$ cat config.mk
export PLATFORM = sky130hd
export DESIGN_NAME = servo_tape_feeder_sequencer_top
export DESIGN_NICKNAME = d
export VERILOG_FILES = /design/src/rtl/core/stf_pkg.sv /design/src/rtl/core/stf_cfg.sv /design/src/rtl/core/stf_core.sv /design/src/rtl/core/servo_tape_feeder_sequencer_top.sv
export SDC_FILE = /design/constraint.sdc
export NUM_CORES = 1
export LEC_CHECK = 0
export ABC_CLOCK_PERIOD_IN_PS = 5900
export BUFFER_PORTS_ARGS = -buffer_cell sky130_fd_sc_hd__buf_4
export CORE_UTILIZATION = 40
export DETAILED_ROUTE_END_ITERATION = 12
export SLEW_MARGIN = 20
export SYNTH_ARGS = -nofsm -noshare
export SYNTH_HDL_FRONTEND = slang
export SYNTH_SLANG_ARGS = --single-unit
$ cat constraint.sdc
create_clock -name clk -period 5.9 [get_ports clk]
set_input_delay 0.59 -clock clk [delete_from_list [all_inputs] [get_ports clk]]
set_output_delay 0.59 -clock clk [all_outputs]
set_load 0.02 [all_outputs]
$ cat src/rtl/core/stf_pkg.sv
// shared types, constants and helper functions for the servo tape feeder sequencer
package stf_pkg;

	localparam int ADVANCE_MM = 4;
	localparam int HALF_MM    = ADVANCE_MM / 2;

	localparam logic [7:0] ANGLE_MAX   = 8'd180;
	localparam logic [3:0] SAMPLE_DIV  = 4'd10;
	localparam logic [6:0] PRESS_MIN   = 7'd5;
	localparam logic [6:0] PRESS_MAX   = 7'd50;

	localparam int CFG_IDX_W  = 3;
	localparam int CFG_DATA_W = 16;

	typedef enum logic [2:0] {
		OP_TICK      = 3'd0,
		OP_ADVANCE   = 3'd1,
		OP_ENABLE    = 3'd2,
		OP_DISABLE   = 3'd3,
		OP_POST_PICK = 3'd4,
		OP_GOTO      = 3'd5
	} op_t;

	typedef enum logic [CFG_IDX_W-1:0] {
		CFG_FULL_ANGLE    = 3'd0,
		CFG_HALF_ANGLE    = 3'd1,
		CFG_RETRACT_ANGLE = 3'd2,
		CFG_DEFAULT_FEED  = 3'd3,
		CFG_SETTLE_TIME   = 3'd4,
		CFG_IGNORE_ERROR  = 3'd5,
		CFG_HAS_FEEDBACK  = 3'd6
	} cfg_reg_t;

	typedef enum logic [1:0] {
		POS_RETRACT = 2'd0,
		POS_HALF    = 2'd1,
		POS_FULL    = 2'd2
	} pos_t;

	typedef enum logic [3:0] {
		MODE_IDLE     = 4'b0001,
		MODE_MOVING   = 4'b0010,
		MODE_DONE     = 4'b0100,
		MODE_DISABLED = 4'b1000
	} mode_t;

	localparam logic [1:0] RUN_IDLE     = 2'd0;
	localparam logic [1:0] RUN_MOVING   = 2'd1;
	localparam logic [1:0] RUN_DONE     = 2'd2;
	localparam logic [1:0] RUN_DISABLED = 2'd3;

	localparam logic [1:0] ERR_NO_LINE = 2'd0;
	localparam logic [1:0] ERR_OK      = 2'd1;
	localparam logic [1:0] ERR_IGNORED = 2'd2;
	localparam logic [1:0] ERR_FAULT   = 2'd3;

	typedef struct packed {
		logic [2:0] operation;
		logic [7:0] feed_request;
		logic       override;
		logic [7:0] target_angle;
		logic       feedback_level;
	} cmd_t;

	typedef struct packed {
		logic [7:0] servo_angle;
		logic       servo_on;
		logic       accepted;
		logic [1:0] error_state;
		logic [1:0] position;
		logic [1:0] run_state;
		logic       cycle_done;
	} rsp_t;

	typedef struct packed {
		logic [7:0]  full_angle;
		logic [7:0]  half_angle;
		logic [7:0]  retract_angle_deg;
		logic [7:0]  default_feed;
		logic [15:0] settle_time;
		logic        ignore_error;
		logic        has_feedback;
	} cfg_t;

	function automatic logic [7:0] clamp_angle(input logic [7:0] a);
		return (a > ANGLE_MAX) ? ANGLE_MAX : a;
	endfunction

	function automatic logic [1:0] err_code(input cfg_t c, input logic level);
		logic [1:0] e;
		if (!c.has_feedback) begin
			e = ERR_NO_LINE;
		end else if (!level) begin
			e = ERR_OK;
		end else if (c.ignore_error) begin
			e = ERR_IGNORED;
		end else begin
			e = ERR_FAULT;
		end
		return e;
	endfunction

endpackage

$ cat src/rtl/core/stf_cfg.sv
// configuration register file for the feeder sequencer
module stf_cfg (
	input  logic                           clk,
	input  logic                           arst_n,
	input  logic                           cfg_valid,
	output logic                           cfg_ready,
	input  logic [stf_pkg::CFG_IDX_W-1:0]  cfg_index,
	input  logic [stf_pkg::CFG_DATA_W-1:0] cfg_data,
	output stf_pkg::cfg_t                  cfg
);
	import stf_pkg::*;

	cfg_t cfg_q;

	assign cfg_ready = 1'b1;
	assign cfg       = cfg_q;

	always_ff @(posedge clk or negedge arst_n) begin
		if (!arst_n) begin
			cfg_q.full_angle        <= 8'd80;
			cfg_q.half_angle        <= 8'd50;
			cfg_q.retract_angle_deg <= 8'd25;
			cfg_q.default_feed      <= 8'd4;
			cfg_q.settle_time       <= 16'd240;
			cfg_q.ignore_error      <= 1'b0;
			cfg_q.has_feedback      <= 1'b0;
		end else if (cfg_valid && cfg_ready) begin
			case (cfg_index)
				CFG_FULL_ANGLE:    cfg_q.full_angle        <= cfg_data[7:0];
				CFG_HALF_ANGLE:    cfg_q.half_angle        <= cfg_data[7:0];
				CFG_RETRACT_ANGLE: cfg_q.retract_angle_deg <= cfg_data[7:0];
				CFG_DEFAULT_FEED:  cfg_q.default_feed      <= cfg_data[7:0];
				CFG_SETTLE_TIME:   cfg_q.settle_time       <= cfg_data[15:0];
				CFG_IGNORE_ERROR:  cfg_q.ignore_error      <= cfg_data[0];
				CFG_HAS_FEEDBACK:  cfg_q.has_feedback      <= cfg_data[0];
				default: ;
			endcase
		end
	end

endmodule

$ cat src/rtl/core/stf_core.sv
// sequencer state registers and the single-pass next-state and result logic
module stf_core (
	input  logic           clk,
	input  logic           arst_n,
	input  logic           en,
	input  stf_pkg::cmd_t  cmd,
	input  stf_pkg::cfg_t  cfg,
	output stf_pkg::rsp_t  rsp
);
	import stf_pkg::*;

	localparam logic [7:0] ADV  = 8'(ADVANCE_MM);
	localparam logic [7:0] HADV = 8'(HALF_MM);

	pos_t        pos_q, pos_n;
	mode_t       mode_q, mode_n;
	logic [7:0]  rem_q, rem_n;
	logic [15:0] settle_q, settle_n;
	logic [3:0]  sdiv_q, sdiv_n;
	logic [5:0]  press_q, press_n;
	logic        last_q, last_n;
	logic [7:0]  angle_q, angle_n;
	logic        drive_q, drive_n;
	logic [6:0]  press_t;
	logic [1:0]  err;
	logic        acc;
	logic        done;
	logic [1:0]  run_code;

	assign err = err_code(cfg, cmd.feedback_level);

	always_comb begin
		pos_n    = pos_q;
		mode_n   = mode_q;
		rem_n    = rem_q;
		settle_n = settle_q;
		sdiv_n   = sdiv_q;
		press_n  = press_q;
		last_n   = last_q;
		angle_n  = angle_q;
		drive_n  = drive_q;
		press_t  = {1'b0, press_q};
		acc      = 1'b1;
		done     = 1'b0;
		case (cmd.operation)
			OP_TICK: begin
				if (sdiv_q < SAMPLE_DIV) begin
					sdiv_n = sdiv_q + 4'd1;
				end
				if (settle_q != 16'hFFFF) begin
					settle_n = settle_q + 16'd1;
				end
				if (cfg.has_feedback) begin
					if (mode_q == MODE_IDLE) begin
						if (sdiv_n >= SAMPLE_DIV) begin
							sdiv_n = '0;
							if (press_q != '0) begin
								press_t = press_t + 7'd1;
							end
							if (cmd.feedback_level != last_q) begin
								last_n = cmd.feedback_level;
								if (!cmd.feedback_level) begin
									press_t = 7'd1;
								end
							end
							if (press_t > PRESS_MIN) begin
								if (cmd.feedback_level) begin
									if (cfg.default_feed != '0) begin
										rem_n = cfg.default_feed;
									end
									press_t = '0;
								end
								if (press_t > PRESS_MAX) begin
									press_t = '0;
								end
							end
							press_n = press_t[5:0];
						end
					end else begin
						last_n  = cmd.feedback_level;
						press_n = '0;
					end
				end
				if (settle_n >= cfg.settle_time) begin
					if (mode_n == MODE_DONE) begin
						drive_n = 1'b0;
						mode_n  = MODE_IDLE;
						done    = 1'b1;
					end
					if (rem_n == '0) begin
						if (mode_n != MODE_DISABLED) begin
							mode_n = MODE_IDLE;
						end
					end else begin
						mode_n = MODE_MOVING;
						case (pos_q)
							POS_RETRACT: begin
								if (rem_n >= ADV) begin
									drive_n  = 1'b1;
									angle_n  = clamp_angle(cfg.full_angle);
									pos_n    = POS_FULL;
									settle_n = '0;
									rem_n    = rem_n - ADV;
								end else if (rem_n >= HADV) begin
									drive_n  = 1'b1;
									angle_n  = clamp_angle(cfg.half_angle);
									pos_n    = POS_HALF;
									settle_n = '0;
									rem_n    = rem_n - HADV;
								end
							end
							POS_HALF: begin
								if (rem_n >= HADV) begin
									drive_n  = 1'b1;
									angle_n  = clamp_angle(cfg.full_angle);
									pos_n    = POS_FULL;
									settle_n = '0;
									rem_n    = rem_n - HADV;
								end
							end
							POS_FULL: begin
								drive_n  = 1'b1;
								angle_n  = clamp_angle(cfg.retract_angle_deg);
								pos_n    = POS_RETRACT;
								settle_n = '0;
							end
							default: ;
						endcase
						if (rem_n == '0) begin
							mode_n = MODE_DONE;
						end
					end
				end
			end
			OP_ADVANCE: begin
				if (err == ERR_FAULT && !cmd.override) begin
					acc = 1'b0;
				end else if (cmd.feed_request == '0) begin
					acc = 1'b1;
				end else if (mode_q != MODE_IDLE) begin
					acc = 1'b0;
				end else begin
					rem_n = cmd.feed_request;
				end
			end
			OP_ENABLE: begin
				mode_n = MODE_IDLE;
			end
			OP_DISABLE: begin
				mode_n  = MODE_DISABLED;
				drive_n = 1'b0;
			end
			OP_POST_PICK: begin
				if (pos_q == POS_FULL) begin
					drive_n  = 1'b1;
					angle_n  = clamp_angle(cfg.retract_angle_deg);
					pos_n    = POS_RETRACT;
					mode_n   = MODE_MOVING;
					settle_n = '0;
				end
			end
			OP_GOTO: begin
				drive_n = 1'b1;
				angle_n = clamp_angle(cmd.target_angle);
			end
			default: ;
		endcase
	end

	always_comb begin
		case (mode_n)
			MODE_IDLE:     run_code = RUN_IDLE;
			MODE_MOVING:   run_code = RUN_MOVING;
			MODE_DONE:     run_code = RUN_DONE;
			MODE_DISABLED: run_code = RUN_DISABLED;
			default:       run_code = RUN_IDLE;
		endcase
	end

	assign rsp.servo_angle = angle_n;
	assign rsp.servo_on    = drive_n;
	assign rsp.accepted    = acc;
	assign rsp.error_state = err;
	assign rsp.position    = pos_n;
	assign rsp.run_state   = run_code;
	assign rsp.cycle_done  = done;

	always_ff @(posedge clk or negedge arst_n) begin
		if (!arst_n) begin
			pos_q    <= POS_RETRACT;
			mode_q   <= MODE_IDLE;
			rem_q    <= '0;
			settle_q <= '0;
			sdiv_q   <= '0;
			press_q  <= '0;
			last_q   <= 1'b1;
			angle_q  <= '0;
			drive_q  <= 1'b0;
		end else if (en) begin
			pos_q    <= pos_n;
			mode_q   <= mode_n;
			rem_q    <= rem_n;
			settle_q <= settle_n;
			sdiv_q   <= sdiv_n;
			press_q  <= press_n;
			last_q   <= last_n;
			angle_q  <= angle_n;
			drive_q  <= drive_n;
		end
	end

endmodule

$ cat src/rtl/core/servo_tape_feeder_sequencer_top.sv
// top level of the servo tape feeder sequencer: request and result registers around the core
// a taken request waits in the request register, then its result is loaded into the result register
// throughput: one request per clock while results are taken; the request register frees as the result register moves
// a waiting result holds the request register: one more request is taken, then input stalls
// reset: arst_n clears all control state and loads the configuration defaults
// after reset the feeder is idle and retracted with the drive off
module servo_tape_feeder_sequencer_top (
	input  logic                           clk,
	input  logic                           arst_n,
	input  logic                           cmd_valid,
	output logic                           cmd_ready,
	input  stf_pkg::cmd_t                  cmd,
	output logic                           rsp_valid,
	input  logic                           rsp_ready,
	output stf_pkg::rsp_t                  rsp,
	input  logic                           cfg_valid,
	output logic                           cfg_ready,
	input  logic [stf_pkg::CFG_IDX_W-1:0]  cfg_index,
	input  logic [stf_pkg::CFG_DATA_W-1:0] cfg_data
);
	import stf_pkg::*;

	cfg_t cfg;
	cmd_t cmd_s1;
	logic s1_valid_q;
	rsp_t rsp_next;
	rsp_t rsp_s2;
	logic s2_valid_q;
	logic fire;

	assign fire      = s1_valid_q && (!s2_valid_q || rsp_ready);
	assign cmd_ready = !s1_valid_q || fire;
	assign rsp_valid = s2_valid_q;
	assign rsp       = rsp_s2;

	stf_cfg u_cfg (
		.clk       (clk),
		.arst_n    (arst_n),
		.cfg_valid (cfg_valid),
		.cfg_ready (cfg_ready),
		.cfg_index (cfg_index),
		.cfg_data  (cfg_data),
		.cfg       (cfg)
	);

	stf_core u_core (
		.clk    (clk),
		.arst_n (arst_n),
		.en     (fire),
		.cmd    (cmd_s1),
		.cfg    (cfg),
		.rsp    (rsp_next)
	);

	always_ff @(posedge clk or negedge arst_n) begin
		if (!arst_n) begin
			s1_valid_q <= 1'b0;
			s2_valid_q <= 1'b0;
		end else begin
			s1_valid_q <= (cmd_valid && cmd_ready) || (s1_valid_q && !fire);
			s2_valid_q <= fire || (s2_valid_q && !rsp_ready);
		end
	end

	always_ff @(posedge clk) begin
		if (cmd_valid && cmd_ready) begin
			cmd_s1 <= cmd;
		end
		if (fire) begin
			rsp_s2 <= rsp_next;
		end
	end

	a_no_overwrite: assert property (@(posedge clk) disable iff (!arst_n)
		(s1_valid_q && !fire) |-> !cmd_ready)
		else $error("request register overwritten before it was consumed");

	a_angle_range: assert property (@(posedge clk) disable iff (!arst_n)
		rsp_valid |-> (rsp.servo_angle <= ANGLE_MAX))
		else $error("commanded servo angle above range");

	a_done_idle: assert property (@(posedge clk) disable iff (!arst_n)
		(rsp_valid && rsp.cycle_done) |-> (rsp.run_state == RUN_IDLE && !rsp.servo_on))
		else $error("completed cycle did not return to idle with drive released");

	a_result_follows: assert property (@(posedge clk) disable iff (!arst_n)
		fire |=> rsp_valid)
		else $error("processed request produced no result");

endmodule
==> results of run 1 <==
cells by family after synthesis:
| kind of cell | after synthesis |
|---|---|
| DFF | 140 |
| buffers and inverters | 88 |
| and+or+nand+nor | 298 |
| muxes | 39 |
| xor gates and xnor gates | 16 |
| AOI/OAI and AO/OA | 297 |
| adders and majority gates | 24 |
| other | 1 |
area by class of cell:
| cell class | count | area share, % |
|---|---|---|
| clock buffers | 19 | 4.870 |
| well taps | 270 | 3.460 |
| flip-flops and latches | 140 | 38.02 |
| clock inverters | 13 | 1.205 |
| inverters | 47 | 1.807 |
| multi-input cells | 675 | 45.10 |
| repair buffers | 72 | 5.536 |
synth_stat cells (5+ instances only):
cell type / number
a221oi_1: 13
and2_1: 9
a22o_1: 11
buf_2: 9
clkbuf_1: 27
o21ai_1: 7
nand3_1: 20
nor2b_1: 9
a211oi_1: 12
mux2i_1: 7
a21oi_1: 40
o31ai_1: 15
o211a_1: 5
dfstp_2: 15
nand2b_1: 10
o21a_1: 6
dfrtp_1: 87
a21boi_0: 5
o211ai_1: 7
nand4_1: 8
edfxtp_1: 38
nand2_1: 107
and3_1: 10
inv_1: 45
o21ai_0: 82
nor4_1: 6
nor2_1: 66
ha_1: 24
nor3_1: 20
a31oi_1: 15
xnor2_1: 13
mux2_2: 32
o22ai_1: 8
o221ai_1: 9
a21o_1: 10
registers in the layout (all words and copies together) (netlist names):
| name | flops |
|---|---|
| u_cfg.cfg | 50 |
| cmd_s1 | 21 |
| rsp | 17 |
| u_core.settle_q | 16 |
| u_core.angle_q | 8 |
| u_core.rem_q | 8 |
| u_core.press_q | 6 |
| u_core.mode_q | 4 |
| u_core.sdiv_q | 4 |
| u_core.pos_q | 2 |
| rsp_valid | 1 |
| s1_valid_q | 1 |
| u_core.drive_q | 1 |
| u_core.last_q | 1 |
stage by stage:
step	area, um^2	utilization (%)	worst slack (ns)	std cells
global route	9763	47.64	0.3890	1236
global placement	9159	44.69	0.7671	1204
detailed placement	9164	44.71	0.7472	1204
CTS	9757	47.61	0.7648	1236
finish	9763	47.64	0.7031	1236
floorplan	8463	-	1.596	903
worst paths after layout:
check | slack (ns) | start | end | depth (start not counted)
max | 0.70 | u_core.press_q[0] | rsp[1] | 16
min | 0.19 | arst_n | s1_valid_q | 1
max reg2reg | 0.70 | u_core.press_q[0] | rsp[1] | 16
max in group asynchronous | 4.52 | arst_n | u_cfg.cfg[28] | 2
min reg2reg | 0.47 | u_core.last_q | u_core.last_q | 2
min in group clk | 0.33 | cmd[0] | cmd_s1[0] | 1
layer usage:
metal | wire, um | part of all wire [%]
met1 | 11060 | 49
met2 | 10120 | 45
met3 | 896 | 4.0
met4 | 334 | 1.5
met5 | 0 | 0
where the power goes:
part	total (mW)	leakage, nW	internal, mW	switching, mW
logic	1.31	2.13	0.542	0.771
registers	1.40	1.62	1.20	0.202
clock network	1.08	0.290	0.604	0.472
total	3.79	4.04	2.34	1.44
worst reg2reg max path: cells and delay by family (launching register included):
| kind | cells | cell delay (ns) |
|---|---|---|
| AOI/OAI and AO/OA | 8 | 2.30 |
| and+or+nand+nor | 4 | 0.90 |
| adders and majority gates | 2 | 0.64 |
| DFF | 1 | 0.45 |
| muxes | 1 | 0.41 |
| buffers and inverters | 1 | 0.22 |
==> metrics.txt, run 1 <==
outcome completed; CP startpoint kind register; post-cts sizing count 0; Fin. Hold Viols 0; Cells after Synth 903; commonest non-fill, non-tap cells in the layout 107 x nand2_1, 87 x dfrtp_1, 82 x o21ai_0, 72 x buf_4, 66 x nor2_1; via count 7177; post-synthesis cell type count 85; asr flop ratio synth 72.86%; Final nets 1022; DRC 0; met1 usage 30.28%; Global Route Usage Sum 21.54%; mapped cell area 8463 um^2; post-synthesis mux area share 5.086%; yosys warns 0; dominant synthesized flop cell dfrtp_1; GRT overflow 0; row cnt 52; CP bufs+invs 1; GR met2 Demand/Resource 33.61%; latest clock arrival within the worst-skew pair 0.43 ns; Setup Fix Bufs, Post-CTS 0; final period utilization 88.08%; CTS Sinks 140; Tightest Pin Transition 1.070 ns; Period minus WS final 5.197 ns; I/O pins 65; CP arrival 5.35 ns; initial antenna violation count 0; Adder-Cell Fraction of Synth Area 3.548%; top cells by area, synth dfrtp_1 26%, edfxtp_1 13%, o21ai_0 4.8%; largest net degree at the start of global routing 58; Initial DRC Count 676; most frequent CP cell ha_1; post-synthesis simple-gate area fraction 17.27%; syn avg cell area 9.372 um^2; total power 3.789 mW; Fmax 192.4 MHz; Pre-antenna DRT Iters 5; area of the multi-input gates 4403 um^2; vias in the first global route 6765; crit-path max FO 12; Die H 147.5 um; largest family of logic cells by synthesized area compound AO/OA/AOI/OAI gates; post-synthesis sequential area ratio 43.86%; DIE WIDTH 147.5 um; final setup TNS 0 ns; Root Buffer clkbuf_16; Die ar. 21740 um^2; H-tree depth 4; commonest non-fill, non-tap cell in the layout nand2_1; Slew HR 28.42%; Crit-path slowest cell o32ai_1; Setup Skew 0.01050 ns; Max Cap Violations 0; worst hold slack 0.1876 ns; GRT met3 Usage 3.920%; RSZ-0062 raised after global routing no; critical path's top delay family compound AO/OA/AOI/OAI gates; Max clock buf depth 2; Worst-path clk slew 0.07 ns; antenna cell count 0; Compound-Gate Fraction of Synth Area 24.23%; Port Buffers 63; Most Crowded Layer GR met2; peak supply drop 209.7 uV; crit-path max cell delay 0.50 ns; power per cell area 388.1 nW/um^2; HPWL after DPL 16.31 mm; share of cells above drive strength 1 18.53%; Worst Path Required 6.05 ns; first-pass GRT wire length 36.56 mm; area grow syn2layout 15.36%; Max Slew Vio Count 0; WL/cell 18.13 um; CP Capture Type register; gpl congestion 0.9216; Post-synth EDFFs 38; initial core utilization 41.29%; vias per std cell 5.807; CP cell instances ha_1 -> nand3_1 -> o32ai_1 -> nor4_4 -> nor2b_2 -> a22oi_1 -> ha_1 -> inv_1 -> nor2_1 -> o21ai_1 -> o311ai_4 -> a21oi_2 -> mux2_2 -> a221o_1 -> o21bai_1 -> a31oi_1; Static Leak 4.044 nW; Synth area leader dfrtp_1; net count after synthesis 972; Post-CTS Hold Buffers 0; total CTS buffers 17; crit path kind reg2reg; CTS tree yes; post-synth top area share 25.72%; register bit count reported by yosys 140; worst min path class in2async; final wirelength 22.41 mm; Routed Antenna Nets 0; Fill cells 1938; Register Area 3712 um^2; xor and xnor area share after synthesis 1.656%; Final Setup Violations 0; core footprint 20490 um^2
No activity file was read; power rests on OpenSTA's default activity.
==> run 2: changes to the inputs <==
--- a/config.mk
+++ b/config.mk
@@ -9,6 +9,7 @@
 export BUFFER_PORTS_ARGS = -buffer_cell sky130_fd_sc_hd__buf_4
 export CORE_UTILIZATION = 40
 export DETAILED_ROUTE_END_ITERATION = 12
+export PLACE_DENSITY = 0.54
 export SLEW_MARGIN = 20
 export SYNTH_ARGS = -nofsm -noshare
 export SYNTH_HDL_FRONTEND = slang
==> metrics.txt, run 2 (synthesis results as in run 1) <==
dpl ws 0.6020 ns; Tightest Pin Transition 1.035 ns; Worst-path clk slew 0.06 ns; DRC 0; Final Setup Violations 0; share of cells above drive strength 1 18.74%; crit-path max cell delay 0.59 ns; CP Capture Type register; vias per std cell 5.828; Root Buffer clkbuf_16; CTS tree yes; core footprint 20490 um^2; CP arrival 5.44 ns; Static Leak 4.067 nW; first-pass GRT wire length 38.46 mm; via count 7204; power per cell area 394.4 nW/um^2; H-tree depth 4; CTS Sinks 140; Final Non-Filler Cells 1236; outcome completed; FF-to-FF path depth 20; final period utilization 89.31%; CP startpoint kind register; Slew HR 30.77%; placed cell count 1204; largest net degree at the start of global routing 58; Max Slew Vio Count 0; Initial DRC Count 481; Global Route Usage Sum 22.95%; initial antenna violation count 0; CP cell instances and4_1 -> and3_1 -> and4_1 -> nand2_1 -> nor3_1 -> nor2_1 -> nand2_1 -> xnor2_1 -> ha_1 -> a21o_1 -> a21o_1 -> a21oi_1 -> o21ai_0 -> a31oi_1 -> buf_4 -> nand2b_1 -> a21oi_2 -> nand4b_1 -> a21boi_0 -> nor2_1; final setup TNS 0 ns; Final nets 1022; Pre-antenna DRT Iters 6; crit path kind reg2reg; antenna cell count 0; Fmax 189.8 MHz; row cnt 52; WL/cell 19.06 um; initial core utilization 41.29%; crit-path max FO 16; final wirelength 23.55 mm; area grow syn2layout 15.88%; peak supply drop 229.3 uV; total CTS buffers 17; Fin. Hold Viols 0; Post-CTS Hold Buffers 0; Die H 147.5 um; Reg-to-Reg End rsp[13]; vias in the first global route 6924; commonest non-fill, non-tap cells in the layout 107 x nand2_1, 87 x dfrtp_1, 82 x o21ai_0, 72 x buf_4, 66 x nor2_1; I/O pins 65; Max Cap Violations 0; post-cts sizing count 0; Largest register FFs 50; Port Buffers 63; Worst Path Required 6.07 ns; worst setup margin 0.6309 ns; share of the core filled with cells 47.85%; Die ar. 21740 um^2; HPWL after DPL 17.21 mm; Reg-to-Reg Start u_core.settle_q[3]; Setup Skew 0.009355 ns; Period minus WS final 5.269 ns; RSZ-0062 raised after global routing no; worst min path class in2async; Routed Antenna Nets 0; Setup Fix Bufs, Post-CTS 0; worst reg2reg setup slack 0.63 ns; DIE WIDTH 147.5 um; latest clock arrival within the worst-skew pair 0.43 ns; Crit-path slowest cell a21oi_2; GRT overflow 0; Max clock buf depth 2; commonest non-fill, non-tap cell in the layout nand2_1; gpl congestion 0.9234
-- run 2: area by class of cell --
class | count | area [um^2]
flip-flops and latches | 140 | 3712
fillers | 1972 | 10690
clock inverters | 14 | 180.2
clock buffers | 18 | 450.4
multi-input cells | 675 | 4409
inverters | 47 | 176.4
well taps | 270 | 337.8
repair buffers | 72 | 540.5
-- run 2: metal layers --
metal	vias up	global-route usage [%]	routed length [um]
li1	3475	-	-
met1	3504	33.60	11880
met2	194	34.36	10210
met3	31	4.259	1068
met4	0	6.701	396
met5	-	0	0
-- run 2: how the worst max path moves through the flow --
| stage | start | end | cells after the start |
|---|---|---|---|
| after global placement | u_core.settle_q[3] | u_core.settle_q[6] | 20 |
| after CTS | u_core.settle_q[3] | u_core.settle_q[11] | 20 |
| after detailed placement | u_core.settle_q[3] | u_core.settle_q[11] | 20 |
| final | u_core.settle_q[3] | rsp[13] | 20 |
| after global routing | u_core.settle_q[3] | rsp[13] | 20 |
| after floorplan | u_core.press_q[0] | rsp[1] | 17 |
-- run 2: where the power goes --
part           internal (mW)  switching (mW)
clock network          0.699           0.452
registers               1.20           0.206
logic                  0.547           0.767
-- run 2: metrics by stage --
stage	hold WS (ns)	cell area [um^2]	power [mW]
final	0.1608	9807	3.868
after global routing	0.2000	9807	4.121
after CTS	0.1785	9789	3.871
after detailed placement	0.4552	9159	2.707
after global placement	0.4561	9159	2.718
after floorplan	0.2944	8463	2.353
-- run 2: worst max-delay path: cells and delay by family (launching register included) --
kind,cells,cell delay [ns]
AO/OA/AOI/OAI,7,1.54
flip-flops,1,0.48
XOR/XNOR,1,0.09
AND/OR/NAND/NOR,10,2.40
adder cells (fa/ha/maj),1,0.30
buffers and inverters,1,0.21
